**config.mk**
```make
export PLATFORM = sky130hd
export DESIGN_NAME = decimal_seven_segment_scanner_core_flat
export DESIGN_NICKNAME = d
export VERILOG_FILES = /design/src/hdl/dsss_pkg.sv /design/src/hdl/dsss_if.sv /design/src/hdl/dsss_ctrl.sv /design/src/hdl/dsss_dp.sv /design/src/hdl/decimal_seven_segment_scanner_core.sv /design/src/flat_wrapper.sv
export SDC_FILE = /design/constraint.sdc
export NUM_CORES = 1
export LEC_CHECK = 0
export BUFFER_PORTS_ARGS = -buffer_cell sky130_fd_sc_hd__buf_4
export CORE_MARGIN = 10
export CORE_UTILIZATION = 60
export CTS_BUF_LIST = sky130_fd_sc_hd__clkbuf_8
export DETAILED_ROUTE_END_ITERATION = 7
export PLACE_DENSITY = 0.79
export SYNTH_ARGS = -nofsm -noshare
export SYNTH_HDL_FRONTEND = slang
export SYNTH_SLANG_ARGS = --single-unit
```
**constraint.sdc**
```tcl
create_clock -name clk -period 7 [get_ports clk]
set_input_delay 1.4 -clock clk [delete_from_list [all_inputs] [get_ports clk]]
set_output_delay 1.4 -clock clk [all_outputs]
set_load 0.005 [all_outputs]
```
**src/hdl/dsss_pkg.sv**
```systemverilog
// shared types, constants and segment table for the seven-segment scanner
package dsss_pkg;

  localparam int VALUE_W   = 32;
  localparam int DWELL_W   = 16;
  localparam int CNT_W     = $clog2(VALUE_W);
  localparam int POS_OUT_W = 3;
  localparam int SEG_W     = 8;

  localparam logic CMD_LOAD = 1'b0;
  localparam logic CMD_TICK = 1'b1;

  localparam logic [DWELL_W-1:0] DWELL_RESET = DWELL_W'(1);

  typedef enum logic [1:0] {
    ST_IDLE,
    ST_CONVERT,
    ST_COMMIT
  } state_t;

  typedef struct packed {
    logic start;
    logic shift;
    logic commit;
    logic tick;
  } dp_cmd_t;

  typedef struct packed {
    logic conv_last;
    logic out_valid;
  } dp_sts_t;

  // common-cathode codes, bit0 = a .. bit6 = g
  function automatic logic [SEG_W-1:0] seg_code(input logic [3:0] digit);
    logic [SEG_W-1:0] code;
    unique case (digit)
      4'd0:    code = 8'h3F;
      4'd1:    code = 8'h06;
      4'd2:    code = 8'h5B;
      4'd3:    code = 8'h4F;
      4'd4:    code = 8'h66;
      4'd5:    code = 8'h6D;
      4'd6:    code = 8'h7D;
      4'd7:    code = 8'h07;
      4'd8:    code = 8'h7F;
      4'd9:    code = 8'h6F;
      default: code = 8'h00;
    endcase
    return code;
  endfunction

endpackage

```
**src/hdl/dsss_if.sv**
```systemverilog
// valid/ready channel interfaces for input items, result items and configuration
interface dsss_in_if;
  import dsss_pkg::*;
  logic               valid;
  logic               ready;
  logic               cmd;
  logic [VALUE_W-1:0] value;
  modport source (output valid, cmd, value, input ready);
  modport sink   (input valid, cmd, value, output ready);
endinterface

interface dsss_out_if;
  import dsss_pkg::*;
  logic                 valid;
  logic                 ready;
  logic [POS_OUT_W-1:0] digit_position;
  logic [SEG_W-1:0]     segments;
  modport source (output valid, digit_position, segments, input ready);
  modport sink   (input valid, digit_position, segments, output ready);
endinterface

interface dsss_cfg_if;
  import dsss_pkg::*;
  logic               valid;
  logic               ready;
  logic [DWELL_W-1:0] data;
  modport source (output valid, data, input ready);
  modport sink   (input valid, data, output ready);
endinterface

```
**src/hdl/dsss_ctrl.sv**
```systemverilog
// controller: sequences load conversion and gates input acceptance
module dsss_ctrl (
  input  logic              clk,
  input  logic              rst,
  input  logic              in_valid,
  input  logic              in_cmd,
  output logic              in_ready,
  input  logic              out_ready,
  input  dsss_pkg::dp_sts_t sts,
  output dsss_pkg::dp_cmd_t cmd
);
  import dsss_pkg::*;

  state_t state;
  state_t state_next;
  logic   accept;

  always_ff @(posedge clk) begin
    if (rst) begin
      state <= ST_IDLE;
    end else begin
      state <= state_next;
    end
  end

  always_comb begin
    state_next = state;
    in_ready   = 1'b0;
    accept     = 1'b0;
    cmd        = '0;
    unique case (state)
      ST_IDLE: begin
        // result slot is free or drains this cycle
        in_ready   = !sts.out_valid || out_ready;
        accept     = in_valid && in_ready;
        cmd.start  = accept && (in_cmd == CMD_LOAD);
        cmd.tick   = accept && (in_cmd == CMD_TICK);
        if (cmd.start) begin
          state_next = ST_CONVERT;
        end
      end
      ST_CONVERT: begin
        cmd.shift = 1'b1;
        if (sts.conv_last) begin
          state_next = ST_COMMIT;
        end
      end
      ST_COMMIT: begin
        cmd.commit = 1'b1;
        state_next = ST_IDLE;
      end
      default: begin
        state_next = ST_IDLE;
      end
    endcase
  end

endmodule

```
**src/hdl/dsss_dp.sv**
```systemverilog
// datapath: shift-add-3 converter, digit store, scan counters and result register
module dsss_dp #(
  parameter int DIGIT_COUNT = 8
) (
  input  logic                           clk,
  input  logic                           rst,
  input  dsss_pkg::dp_cmd_t              cmd,
  output dsss_pkg::dp_sts_t              sts,
  input  logic [dsss_pkg::VALUE_W-1:0]   value,
  input  logic                           cfg_write,
  input  logic [dsss_pkg::DWELL_W-1:0]   cfg_data,
  input  logic                           out_ready,
  output logic [dsss_pkg::POS_OUT_W-1:0] digit_position,
  output logic [dsss_pkg::SEG_W-1:0]     segments
);
  import dsss_pkg::*;

  localparam int POS_W = (DIGIT_COUNT > 1) ? $clog2(DIGIT_COUNT) : 1;
  localparam int BCD_W = 4 * DIGIT_COUNT;
  localparam logic [POS_W-1:0] LAST_POS = POS_W'(DIGIT_COUNT - 1);
  localparam logic [CNT_W-1:0] LAST_BIT = CNT_W'(VALUE_W - 1);

  logic [VALUE_W-1:0] bin;
  logic [BCD_W-1:0]   bcd;
  logic [BCD_W-1:0]   adj;
  logic               ovf;
  logic [CNT_W-1:0]   bit_count;
  logic [DIGIT_COUNT-1:0] sig;

  logic [SEG_W-1:0]   digit_store [DIGIT_COUNT];
  logic [POS_W-1:0]   scan_pos;
  logic [DWELL_W-1:0] dwell_count;
  logic [DWELL_W-1:0] dwell_inc;
  logic [DWELL_W-1:0] dwell_ticks;
  logic               out_valid;
  logic [POS_W+POS_OUT_W-1:0] pos_ext;

  // add 3 to every digit of 5 or more before the shift
  always_comb begin
    for (int k = 0; k < DIGIT_COUNT; k++) begin
      adj[4*k +: 4] = (bcd[4*k +: 4] >= 4'd5) ? bcd[4*k +: 4] + 4'd3 : bcd[4*k +: 4];
    end
  end

  // a digit shows if it or any higher digit is nonzero, or digits were lost off the top; the lowest always shows
  always_comb begin
    sig[DIGIT_COUNT-1] = ovf || (bcd[BCD_W-1 -: 4] != 4'd0);
    for (int k = DIGIT_COUNT - 2; k >= 0; k--) begin
      sig[k] = sig[k+1] || (bcd[4*k +: 4] != 4'd0);
    end
    sig[0] = 1'b1;
  end

  assign dwell_inc     = dwell_count + DWELL_W'(1);
  assign pos_ext       = {{POS_OUT_W{1'b0}}, scan_pos};
  assign sts.conv_last = (bit_count == LAST_BIT);
  assign sts.out_valid = out_valid;

  always_ff @(posedge clk) begin
    if (cmd.start) begin
      bin       <= value;
      bcd       <= '0;
      ovf       <= 1'b0;
      bit_count <= '0;
    end else if (cmd.shift) begin
      bcd       <= {adj[BCD_W-2:0], bin[VALUE_W-1]};
      bin       <= {bin[VALUE_W-2:0], 1'b0};
      ovf       <= ovf || adj[BCD_W-1];
      bit_count <= bit_count + CNT_W'(1);
    end
  end

  always_ff @(posedge clk) begin
    if (rst) begin
      for (int p = 0; p < DIGIT_COUNT; p++) begin
        digit_store[p] <= '0;
      end
    end else if (cmd.commit) begin
      for (int k = 0; k < DIGIT_COUNT; k++) begin
        digit_store[DIGIT_COUNT-1-k] <= sig[k] ? seg_code(bcd[4*k +: 4]) : '0;
      end
    end
  end

  always_ff @(posedge clk) begin
    if (rst) begin
      dwell_ticks <= DWELL_RESET;
    end else if (cfg_write) begin
      dwell_ticks <= cfg_data;
    end
  end

  always_ff @(posedge clk) begin
    if (rst) begin
      scan_pos    <= '0;
      dwell_count <= '0;
    end else if (cmd.start) begin
      scan_pos    <= '0;
      dwell_count <= '0;
    end else if (cmd.tick) begin
      // zero dwell and counter wrap both advance the scan
      if ((dwell_inc >= dwell_ticks) || (dwell_inc == '0)) begin
        dwell_count <= '0;
        scan_pos    <= (scan_pos == LAST_POS) ? '0 : scan_pos + POS_W'(1);
      end else begin
        dwell_count <= dwell_inc;
      end
    end
  end

  always_ff @(posedge clk) begin
    if (rst) begin
      out_valid <= 1'b0;
    end else if (cmd.tick) begin
      out_valid <= 1'b1;
    end else if (out_ready) begin
      out_valid <= 1'b0;
    end
  end

  always_ff @(posedge clk) begin
    if (cmd.tick) begin
      digit_position <= pos_ext[POS_OUT_W-1:0];
      segments       <= digit_store[scan_pos];
    end
  end

endmodule

```
**src/hdl/decimal_seven_segment_scanner_core.sv**
```systemverilog
// top level of the multiplexed seven-segment scanner
// tick item: result registered at accept, valid in the following cycle; one tick per cycle while results drain
// load item: input busy through accept, 32 shift-add-3 steps of the converter and store commit
// load items return no result; the 32-bit converter loop sets the load time
// synchronous active-high reset: digits blank, scan at position 0, dwell_ticks = 1
// configuration port is always ready
module decimal_seven_segment_scanner_core #(
  parameter int DIGIT_COUNT = 8
) (
  input  logic              clk,
  input  logic              rst,
  dsss_in_if.sink           in_ch,
  dsss_out_if.source        out_ch,
  dsss_cfg_if.sink          cfg
);
  import dsss_pkg::*;

  dp_cmd_t cmd;
  dp_sts_t sts;

  assign cfg.ready    = 1'b1;
  assign out_ch.valid = sts.out_valid;

  dsss_ctrl u_ctrl (
    .clk       (clk),
    .rst       (rst),
    .in_valid  (in_ch.valid),
    .in_cmd    (in_ch.cmd),
    .in_ready  (in_ch.ready),
    .out_ready (out_ch.ready),
    .sts       (sts),
    .cmd       (cmd)
  );

  dsss_dp #(
    .DIGIT_COUNT (DIGIT_COUNT)
  ) u_dp (
    .clk            (clk),
    .rst            (rst),
    .cmd            (cmd),
    .sts            (sts),
    .value          (in_ch.value),
    .cfg_write      (cfg.valid),
    .cfg_data       (cfg.data),
    .out_ready      (out_ch.ready),
    .digit_position (out_ch.digit_position),
    .segments       (out_ch.segments)
  );

endmodule

```
**src/flat_wrapper.sv**
```systemverilog
// flat-port wrapper written by rule: the top's interface ports become plain ports
module decimal_seven_segment_scanner_core_flat import dsss_pkg::*;
#(
  parameter int DIGIT_COUNT = 8
)
  (clk, rst, in_ch_valid, in_ch_cmd, in_ch_value, in_ch_ready, out_ch_valid, out_ch_digit_position, out_ch_segments, out_ch_ready, cfg_valid, cfg_data, cfg_ready);
  dsss_in_if in_ch_i ();
  dsss_out_if out_ch_i ();
  dsss_cfg_if cfg_i ();
  input  logic clk;
  input  logic rst;
  input wire logic [$bits(in_ch_i.valid)-1:0] in_ch_valid;
  input wire logic [$bits(in_ch_i.cmd)-1:0] in_ch_cmd;
  input wire logic [$bits(in_ch_i.value)-1:0] in_ch_value;
  output wire logic [$bits(in_ch_i.ready)-1:0] in_ch_ready;
  output wire logic [$bits(out_ch_i.valid)-1:0] out_ch_valid;
  output wire logic [$bits(out_ch_i.digit_position)-1:0] out_ch_digit_position;
  output wire logic [$bits(out_ch_i.segments)-1:0] out_ch_segments;
  input wire logic [$bits(out_ch_i.ready)-1:0] out_ch_ready;
  input wire logic [$bits(cfg_i.valid)-1:0] cfg_valid;
  input wire logic [$bits(cfg_i.data)-1:0] cfg_data;
  output wire logic [$bits(cfg_i.ready)-1:0] cfg_ready;
  assign in_ch_i.valid = in_ch_valid;
  assign in_ch_i.cmd = in_ch_cmd;
  assign in_ch_i.value = in_ch_value;
  assign in_ch_ready = in_ch_i.ready;
  assign out_ch_valid = out_ch_i.valid;
  assign out_ch_digit_position = out_ch_i.digit_position;
  assign out_ch_segments = out_ch_i.segments;
  assign out_ch_i.ready = out_ch_ready;
  assign cfg_i.valid = cfg_valid;
  assign cfg_i.data = cfg_data;
  assign cfg_ready = cfg_i.ready;
  decimal_seven_segment_scanner_core #(.DIGIT_COUNT(DIGIT_COUNT)) u_core (.clk(clk), .rst(rst), .in_ch(in_ch_i), .out_ch(out_ch_i), .cfg(cfg_i));
endmodule
```
==> results.sh <==
export IMPL_status="complete, no violations"
export IMPL_whs_path_depth=2
export IMPL_irDropWorstVdd_mv=0.1425
export IMPL_io_buffer_count=65
export IMPL_synth_xor_area_frac=0.02641
export IMPL_startpoint_type="flip-flop"
export IMPL_synthAdderAreaFrac=0.1032
export IMPL_fill_cells=1432
export IMPL_die_h_um=157.1
export IMPL_crit_chain="ha_1, nand3_1, or2_2, o21a_1, or2_2, ha_1, and4_1, nor3_1, nor3b_1, o311a_1, o211ai_1, nor2_1"
export IMPL_yosysMostFrequentCell="nand2_1"
export IMPL_p_sw_uw=796.1
export IMPL_yosysSeqAreaShare=0.4953
export IMPL_vias_per_cell=5.627
export IMPL_pin_count=68
export IMPL_slew_headroom=0.2426
export IMPL_total_power_mw=3.056
export IMPL_drtAntennaViolNets=0
export IMPL_synthArstFlopShare=0
export IMPL_avgSynthCellArea_um2=9.875
export IMPL_synthFlopType="dfxtp_1"
export IMPL_crit_type="reg -> reg"
export IMPL_gr_usage_met3=0.04531
export IMPL_p_leak_nw=5.367
export IMPL_clkPwrFrac=0.368
export IMPL_tritoncts="yes"
export IMPL_grt_max_degree=57
export IMPL_drive_gt1_frac=0.1226
export IMPL_first_pass_iters=5
export IMPL_syn_num_nets=1289
export IMPL_ctsRootBufferMaster="clkbuf_8"
export IMPL_hold_start="u_core.u_dp.bin[31]$_DFFE_PP_"
export IMPL_grt_pass1_wl_um=39310
export IMPL_hold_buffers=0
export IMPL_synth_top_family_by_area="simple AND/OR/NAND/NOR gates"
export IMPL_wl_um=23510
export IMPL_slew_viol_final=0
export IMPL_sequentialPowerShare=0.512
export IMPL_r2r_cells=12
export IMPL_ys_top_cells_by_count="nand2_1, dfxtp_1, edfxtp_1"
export IMPL_n_antenna_cell=0
export IMPL_slowest_delay_ns=0.88
export IMPL_yosysUniqueCellTypes=53
export IMPL_critical_path_slowest_cell="o211ai_1"
export IMPL_overflow=0
export IMPL_cts_max_path_buffers=3
export IMPL_htree_levels=2
export IMPL_worstPathRequired_ns=7.37
export IMPL_clk_latency_ns=0.54
export IMPL_tightest_slew_ns=1.135
export IMPL_initial_core_util=0.6069
export IMPL_layout_cells_non_filler=1474
export IMPL_worst_path_max_fanout=13
export IMPL_synth_area_um2=11280
export IMPL_rows=50
export IMPL_cp_top_family="simple AND/OR/NAND/NOR gates"
export IMPL_crit_buf_inv=0
export IMPL_rsz0062_at_grt="no"
export IMPL_die_w_um=157.1
export IMPL_syn_to_final_growth_pct=12.47
export IMPL_die_area_um2=24680
export IMPL_synth_edf_count=98
export IMPL_fin_nets=1357
export IMPL_arrival_ns=4.79
export IMPL_antenna_found_initial=0
export IMPL_grt_pass1_vias=8119
export IMPL_cts_made_buffers=39
export IMPL_timing_rr_end="u_core.u_dp.dwell_count[11]$_SDFFE_PP0P_"
export IMPL_clkTransAtPathRegs_ns=0.06
export IMPL_seqCellArea_um2=5585
export IMPL_r2r_setup_slack_ns=2.58
export IMPL_synth_compound_area_frac=0.1168
export IMPL_fin_crit_sh=0.6316
export IMPL_synth_largest_area_cell="edfxtp_1"
export IMPL_whs_endpoint="u_core.u_dp.bcd[0]$_SDFFE_PP0P_"
export IMPL_period_needed_ns=4.421
export IMPL_yosys_warnings=0
export IMPL_post_cts_setup_buffers=0
export IMPL_p_int_mw=2.260
export IMPL_synth_simple_area_share=0.1704
export IMPL_grt_util_met2=0.3151
export IMPL_combinationalPowerShare=0.120
export IMPL_endpoint_kind="flip-flop"
export IMPL_synthCells=1142
export IMPL_fmax_mhz=226.2
export IMPL_dp_slack_ns=2.567
export IMPL_drv_cap=0
export IMPL_coreArea_um2=18580
export IMPL_finalSetupTns_ns=0
export IMPL_placed_area_um2=11940
export IMPL_post_route_util=0.6826
export IMPL_postCtsResizedCells=0
export IMPL_cts_num_sinks=230
export IMPL_yosysTopAreaCellShare=0.2610
export IMPL_hold_class="reg -> reg"
export IMPL_fin_skew_ns=0.02773
export IMPL_hold_viol=0
export IMPL_drc_errors=0
export IMPL_setup_viol=0
export IMPL_synth_area_leaders="edfxtp_1, dfxtp_1, ha_1"
export IMPL_dp_cells=1403
export IMPL_setup_ws_ns=2.579
export IMPL_grtUsageMet1=0.2459
export IMPL_synthMuxAreaShare=0.04915
export IMPL_switching_share=0.2605
export IMPL_vias=8294
export IMPL_drtIter0Drc=508
export IMPL_hpwlAfterDp_um=16370
export IMPL_p_per_area_nw_per_um2=240.9
export IMPL_design_area_um2=12680
export IMPL_grtUsageTotal=0.1946
export IMPL_r2r_start="u_core.u_dp.dwell_count[0]$_SDFFE_PP0P_"
export IMPL_place_congestion=0.8920
export IMPL_busiest_layer="met2"
export IMPL_multiInputGateArea_um2=5278
export IMPL_wl_per_cell_um=15.95
export IMPL_holdWs_ns=0.4670
export IMPL_synth_seq_cells=230
==> worst max path at each step <==
stage               cells after the start                                  endpoint  slack (ns)                               startpoint
floorplan                               6          u_core.u_dp.bin[0]$_SDFFCE_PN0P_        3.43                             out_ch_ready
global placement                       10                                 flip-flop        2.66                             out_ch_ready
detailed placement                     10                                 flip-flop        2.57                             out_ch_ready
CTS                                    12  u_core.u_dp.dwell_count[11]$_SDFFE_PP0P_        2.62  u_core.u_dp.dwell_count[0]$_SDFFE_PP0P_
global route                           12   u_core.u_dp.dwell_count[4]$_SDFFE_PP0P_        2.31  u_core.u_dp.dwell_count[0]$_SDFFE_PP0P_
finish                                 12  u_core.u_dp.dwell_count[11]$_SDFFE_PP0P_        2.58  u_core.u_dp.dwell_count[0]$_SDFFE_PP0P_
==> placed cells by master, fill, tap and decap left out, types with 38 or more instances in the layout <==
cell,netlist,final
clkbuf_8,0,47
o22ai_1,50,50
a21oi_1,75,75
and2_1,38,38
buf_4,2,71
o21ai_0,67,67
nor2_1,88,87
inv_1,62,84
edfxtp_1,98,98
dfxtp_1,132,132
ha_1,93,93
nand2_1,163,162
==> layout make-up <==
| class | count | share of cell area |
|---|---|---|
| inverters | 68 | 0.02012 |
| repair buffers | 71 | 0.04202 |
| clock buffers | 47 | 0.05100 |
| flip-flops and latches | 230 | 0.4404 |
| multi-input cells | 800 | 0.4161 |
| clock inverters | 24 | 0.007300 |
| well taps | 234 | 0.02308 |
==> power groups by stage <==
stage	clock [mW]	combinational [mW]	sequential [mW]
6_report	1.12	0.368	1.56
3_3_place_gp	0	0.351	1.59
5_1_grt	1.21	0.420	1.57
3_5_place_dp	0	0.364	1.59
4_1_cts	1.15	0.368	1.56
2_1_floorplan	0	0.271	1.56
==> cells by family (layout without fill, tap and decap cells) <==
logic type | count (synthesis) | after routing
AOI/OAI and AO/OA | 229 | 229
DFF | 230 | 230
other | 2 | 2
muxes | 37 | 37
adders and majority gates | 93 | 93
and+or+nand+nor | 405 | 405
buffers and inverters | 112 | 210
xor gates and xnor gates | 34 | 34
==> routing by layer <==
layer | vias to the layer above | part of all wire
li1 | 4139 | -
met4 | 0 | 0.029
met3 | 62 | 0.066
met2 | 210 | 0.47
met1 | 3883 | 0.44
met5 | - | 0
==> worst min-delay path, cell delays in order, from the launching register on <==
cell and delay, ns:
edfxtp_1 0.32, nand2_1 0.05, o21ai_0 0.06
Note: power is estimated with default switching activity, not from simulation.
